**config.mk**
```make
export PLATFORM = sky130hd
export DESIGN_NAME = b36_digit_stack
export DESIGN_NICKNAME = d
export VERILOG_FILES = /design/src/rtl/b36_pkg.sv /design/src/rtl/b36_digit_stack.sv
export SDC_FILE = /design/constraint.sdc
export NUM_CORES = 1
export LEC_CHECK = 0
export BUFFER_PORTS_ARGS = -buffer_cell sky130_fd_sc_hd__buf_2
export CAP_MARGIN = 20
export CORE_ASPECT_RATIO = 1.5
export CORE_MARGIN = 2
export CORE_UTILIZATION = 50
export CTS_BUF_LIST = sky130_fd_sc_hd__clkbuf_4 sky130_fd_sc_hd__clkbuf_8 sky130_fd_sc_hd__clkbuf_16
export DETAILED_ROUTE_END_ITERATION = 12
export HOLD_SLACK_MARGIN = 0.05
export PLACE_DENSITY = 0.72
export SYNTH_ARGS = -nofsm -noshare
export SYNTH_HDL_FRONTEND = slang
export SYNTH_SLANG_ARGS = --single-unit
```
**constraint.sdc**
```tcl
create_clock -name clk -period 1.5 [get_ports clk]
set_input_delay 0.15 -clock clk [delete_from_list [all_inputs] [get_ports clk]]
set_output_delay 0.15 -clock clk [all_outputs]
set_load 0.05 [all_outputs]
```
**src/rtl/b36_pkg.sv**
```systemverilog
`default_nettype none

package b36_pkg;

  // base and digit count of a 64-bit value
  localparam int unsigned RADIX      = 36;
  localparam int unsigned MAX_DIGITS = 13;
  localparam int unsigned VALUE_W    = 64;
  localparam int unsigned DIGIT_W    = 6;
  localparam int unsigned CHAR_W     = 7;
  localparam int unsigned IDX_W      = 4;

  // long division by the radix, one chunk per cycle
  localparam int unsigned CHUNK_W    = 16;
  localparam int unsigned NUM_CHUNKS = VALUE_W / CHUNK_W;
  localparam int unsigned STEP_W     = 2;
  localparam int unsigned NUMER_W    = DIGIT_W + CHUNK_W;
  localparam int unsigned HALF_W     = NUMER_W - 2;

  // n/36 = (n>>2)/9, and m/9 = (m * RECIP9) >> RECIP_SHIFT, exact for m < 2^21
  localparam int unsigned RECIP_SHIFT = 23;
  localparam int unsigned RECIP_W     = 20;
  localparam logic [RECIP_W-1:0] RECIP9 = 20'd932068;
  localparam int unsigned PROD_W      = HALF_W + RECIP_W;

  localparam logic [CHAR_W-1:0] ASCII_DIGIT_OFS  = 7'd48;
  localparam logic [CHAR_W-1:0] ASCII_LETTER_OFS = 7'd55;
  localparam logic [DIGIT_W-1:0] DECIMAL_LIMIT   = 6'd10;

  localparam logic [IDX_W-1:0] LAST_SLOT = 4'(MAX_DIGITS - 1);

  typedef logic [DIGIT_W-1:0] digit_t;
  typedef logic [IDX_W-1:0]   idx_t;

  typedef enum logic [2:0] {
    ST_IDLE = 3'b001,
    ST_DIV  = 3'b010,
    ST_EMIT = 3'b100
  } state_t;

  // stack control from the sequencer
  typedef struct packed {
    logic   wr_en;
    idx_t   wr_idx;
    digit_t wr_digit;
    idx_t   rd_idx;
  } stack_ctl_t;

  function automatic logic [CHAR_W-1:0] digit_to_ascii(input digit_t d);
    logic [CHAR_W-1:0] dx;
    dx = CHAR_W'(d);
    if (d < DECIMAL_LIMIT) begin
      return dx + ASCII_DIGIT_OFS;
    end
    return dx + ASCII_LETTER_OFS;
  endfunction

endpackage

`default_nettype wire

```
**src/rtl/b36_digit_stack.sv**
```systemverilog
`default_nettype none

module b36_digit_stack (
  input  wire logic                clk,
  input  wire b36_pkg::stack_ctl_t ctl,
  output b36_pkg::digit_t          rd_digit
);

  b36_pkg::digit_t slot_r [b36_pkg::MAX_DIGITS];

  always_ff @(posedge clk) begin
    if (ctl.wr_en) begin
      slot_r[ctl.wr_idx] <= ctl.wr_digit;
    end
  end

  assign rd_digit = slot_r[ctl.rd_idx];

endmodule

`default_nettype wire

```
==> Word level (Yosys, flattened, before mapping) <==
Memories as Yosys holds them, arrays and structs flattened.
Index checks and enable logic that the tools add are counted.
{ "totals": {"out_inout_bits": 6, "register_bits": 0, "mem_count": 1, "wordCells": 3, "ramBits": 78, "inputBits": 16} }
{ "memory_table": {"columns": ["memory", "words", "width", "read_ports", "rd_clocked_by_memory_dff", "wr", "line", "rtl"], "rows": [
  ["slot_r", 13, 6, 1, 0, 1, "b36_digit_stack.sv:9", "b36_pkg::digit_t slot_r [b36_pkg::MAX_DIGITS];"]
]} }
{ "classes": {"n_mux": 2} }
{ "op_table": {"columns": ["op", "count"], "rows": [
  ["$mux W1", 2]
]} }

==> Longest topological paths before layout <==
{ "logic_depth": {"word_depth": 2, "ltp_mapped": 5} }

==> Worst setup path after synthesis <==
No wires, ideal clock.
{ "synth_path": {"path_type": "input port to output port", "start": "input ctl[1] (netlist name)", "end": "output rd_digit[0]", "path_stages": 5, "setup_slack_ps": -198, "n_path_buf": 2, "arrival_time_ps": 1548, "cell_sequence": "buf_4 -> buf_2 -> mux4_1 -> mux2i_1 -> a21oi_1"} }
{ "synth_between": {"elab_chain_cells": 1} }
{ "synth_lines": {"columns": ["element", "line", "rtl"], "rows": [
  ["start: declaration", "b36_digit_stack.sv:5", "input wire b36_pkg::stack_ctl_t ctl,"],
  ["$mem_v2 Z13 W6", null, null],
  ["end: declaration", "b36_digit_stack.sv:6", "output b36_pkg::digit_t rd_digit"]
]} }
Every way passes these cells.

==> Worst setup path after layout <==
{ "layout_path": {"start": "memory slot_r[7][4] (netlist name)", "end": "output rd_digit[4]"} }
{ "layout_between": {"elab_chain_cells": 1} }
{ "layout_lines": {"columns": ["element", "line"], "rows": [
  ["start: declaration", "b36_digit_stack.sv:9"],
  ["$mem_v2 Z13 W6", null]
]} }
Every way passes these cells.

==> impl_metrics.json <==
{
  "ant_nets": 0,
  "synth_seq_area_share_pct": 76.1,
  "period_needed_ns": 1.80,
  "antenna_cells": 0,
  "stdcell_count": 269,
  "cp_max_fo": 1,
  "overflow": 0,
  "fin_nets": 206,
  "dieHeight_um": 100,
  "crit_type": "flip-flop to output port",
  "ctsHoldBuffers": 0,
  "p_leak_nw": 1.25,
  "drive_gt1_share_pct": 45.1,
  "fmax_mhz": 557,
  "slew_headroom_pct": 74.6,
  "rsz0062_at_grt": "yes",
  "row_count": 35,
  "grt_pass1_wl_um": 9230,
  "p_per_area_mw_per_mm2": 1260,
  "setup_violations": 6,
  "cts_buffer_depth": 2,
  "largest_register": "slot_r",
  "ys_types": 19,
  "wl_per_cell_um": 22.0,
  "vdd_drop_max_v": 0.000774,
  "final_common_cell": "edfxtp_1",
  "synth.area.top_cells": "edfxtp_1 76%, mux4_1 8.5%, mux4_2 5.9%",
  "drv_slew": 0,
  "core_mm2": 0.00604,
  "drc": 0,
  "htree_levels": 3,
  "crit_chain": "mux4_2, mux2i_2, a21oi_2, buf_6",
  "grt.total_usage_pct": 20.3,
  "tritoncts": "built",
  "cp-end-kind": "output port",
  "drv_cap": 0,
  "gp_congestion": 0.792,
  "cp-start-kind": "flip-flop",
  "critPathSlowestCell": "mux4_2",
  "die_w_um": 68.1,
  "synthCells": 144,
  "syn_nets": 160,
  "wirelength_um": 5930,
  "synthesis.area_mm2": 0.00308,
  "start_util_pct": 50.9,
  "ys.warnings.count": 0,
  "gr-usage-met2_pct": 34.1,
  "io_pins": 22,
  "post-dp-hpwl_um": 3990,
  "drt_iter0_drc": 101,
  "first_pass_iters": 4,
  "worstPathArrival_ns": 1.65,
  "final_util_pct": 61.4,
  "syn_to_final_growth_pct": 20.5,
  "largest_reg_flops": 78,
  "cts_num_sinks": 78,
  "hold_slack_ns": 0.155,
  "slowest_delay_ns": 0.49,
  "antenna_found_initial": 0,
  "cts_buffers": 9,
  "dieArea_mm2": 0.00681,
  "worst_slew_pin_slew_ns": 0.382,
  "top_usage_layer": "met2",
  "largestRegisters": "slot_r: 78 flops",
  "grt_max_degree": 15,
  "dr_total_vias": 1544,
  "ys_ff_latch": 78,
  "grt_pass1_vias": 1669,
  "gr-usage-met1_pct": 24.4,
  "hold_class": "primary input to flip-flop",
  "post-synth-top-area-cell": "edfxtp_1",
  "fin_crit_sh_pct": 120,
  "required_ns": 1.35,
  "status": "complete, but fails checks",
  "final_cell_mix": "78 x edfxtp_1, 19 x buf_4, 15 x mux4_2, 15 x buf_2",
  "fin_ws_ns": -0.296,
  "cts-root-buf": "clkbuf_8",
  "place.detailed.instances": 253,
  "failed_checks": "setup timing",
  "avgSynthCellArea_um2": 21.4,
  "synth.top_cell.area_share_pct": 76.1,
  "clk_pin_slew_ns": 0.08,
  "hold_viol": 0,
  "use_met3_pct": 4.04,
  "port_buffers": 21,
  "vias_per_cell": 5.74
}
==> layout make-up <==
class,count,area (um2)
fill,433,2330
timing repair buffer,41,305
clock buffer,9,124
clock inverter,7,120
multi-input combinational,60,724
tap,74,92.6
sequential,78,2340
==> cell families (layout without fill, tap and decap cells) <==
family | count (synthesis) | after routing | share of synthesized area, %
buf+inv | 6 | 57 | 1.30
simple gates | 24 | 24 | 4.06
mux | 24 | 24 | 16.3
compound gates | 12 | 12 | 2.20
flops | 78 | 78 | 76.1
==> worst max-delay path, delay by kind of cell, from the launching register on <==
family                 cells  cell delay, ns
AOI/OAI and AO/OA          1            0.08
buffers and inverters      1            0.16
muxes                      2            0.69
DFF                        1            0.38
==> worst paths after layout <==
| path | start | endpoint | slack, ns | depth (start not counted) |
|---|---|---|---|---|
| worst max-delay path | slot_r[7][4] | rd_digit[4] | -0.30 | 4 |
| worst min-delay path | ctl[9] | slot_r[8][5] | 0.15 | 1 |
==> cell usage after synthesis <==
| master | n |
|---|---|
| edfxtp_1 | 78 |
| mux4_1 | 10 |
| nor2_1 | 9 |
| mux4_2 | 8 |
| a21oi_1 | 6 |
| mux2i_1 | 6 |
| o22ai_1 | 6 |
| nor3_1 | 4 |
| nand2b_1 | 3 |
| buf_2 | 2 |
| buf_4 | 2 |
| nand3b_1 | 2 |
| or2_2 | 2 |
| buf_1 | 1 |
| buf_6 | 1 |
| nand2_1 | 1 |
| nand3_1 | 1 |
| or2b_1 | 1 |
| or3b_2 | 1 |
==> report_power, final <==
group | leakage, nW | internal [W] | switching, W | total, W
sequential | 0.705 | 0.00244 | 0.0000108 | 0.00245
combinational | 0.423 | 0.000153 | 0.000210 | 0.000363
clock | 0.120 | 0.00111 | 0.000757 | 0.00187
total | 1.25 | 0.00371 | 0.000977 | 0.00468
==> layer usage <==
layer	routed length (um)	share of wire [%]	up-vias
met1	2290	39	786
met3	273	4.6	7
li1	-	-	699
met5	0	0	-
met2	3270	55	52
met4	91	1.5	0
==> stage by stage <==
step / instance area, um2 / setup TNS, ns / total power [W] / setup WS (ns)
4_1_cts: 3700 / -1.74 / 0.00471 / -0.309
3_5_place_dp: 3430 / -1.19 / 0.00283 / -0.232
6_report: 3710 / -1.65 / 0.00468 / -0.296
3_3_place_gp: 3430 / -0.935 / 0.00281 / -0.167
5_1_grt: 3710 / -2.04 / 0.00482 / -0.352
2_1_floorplan: 3110 / 0 / 0.00270 / 0.0956
==> repair_timing <==
item / 4_1_cts / 5_1_grt
pin swaps: 3 / 1
resized for setup: 21 / 4
setup buffers: 0 / 0
setup endpoints to repair: 6 / 6
(Power assumes the default switching activity.)
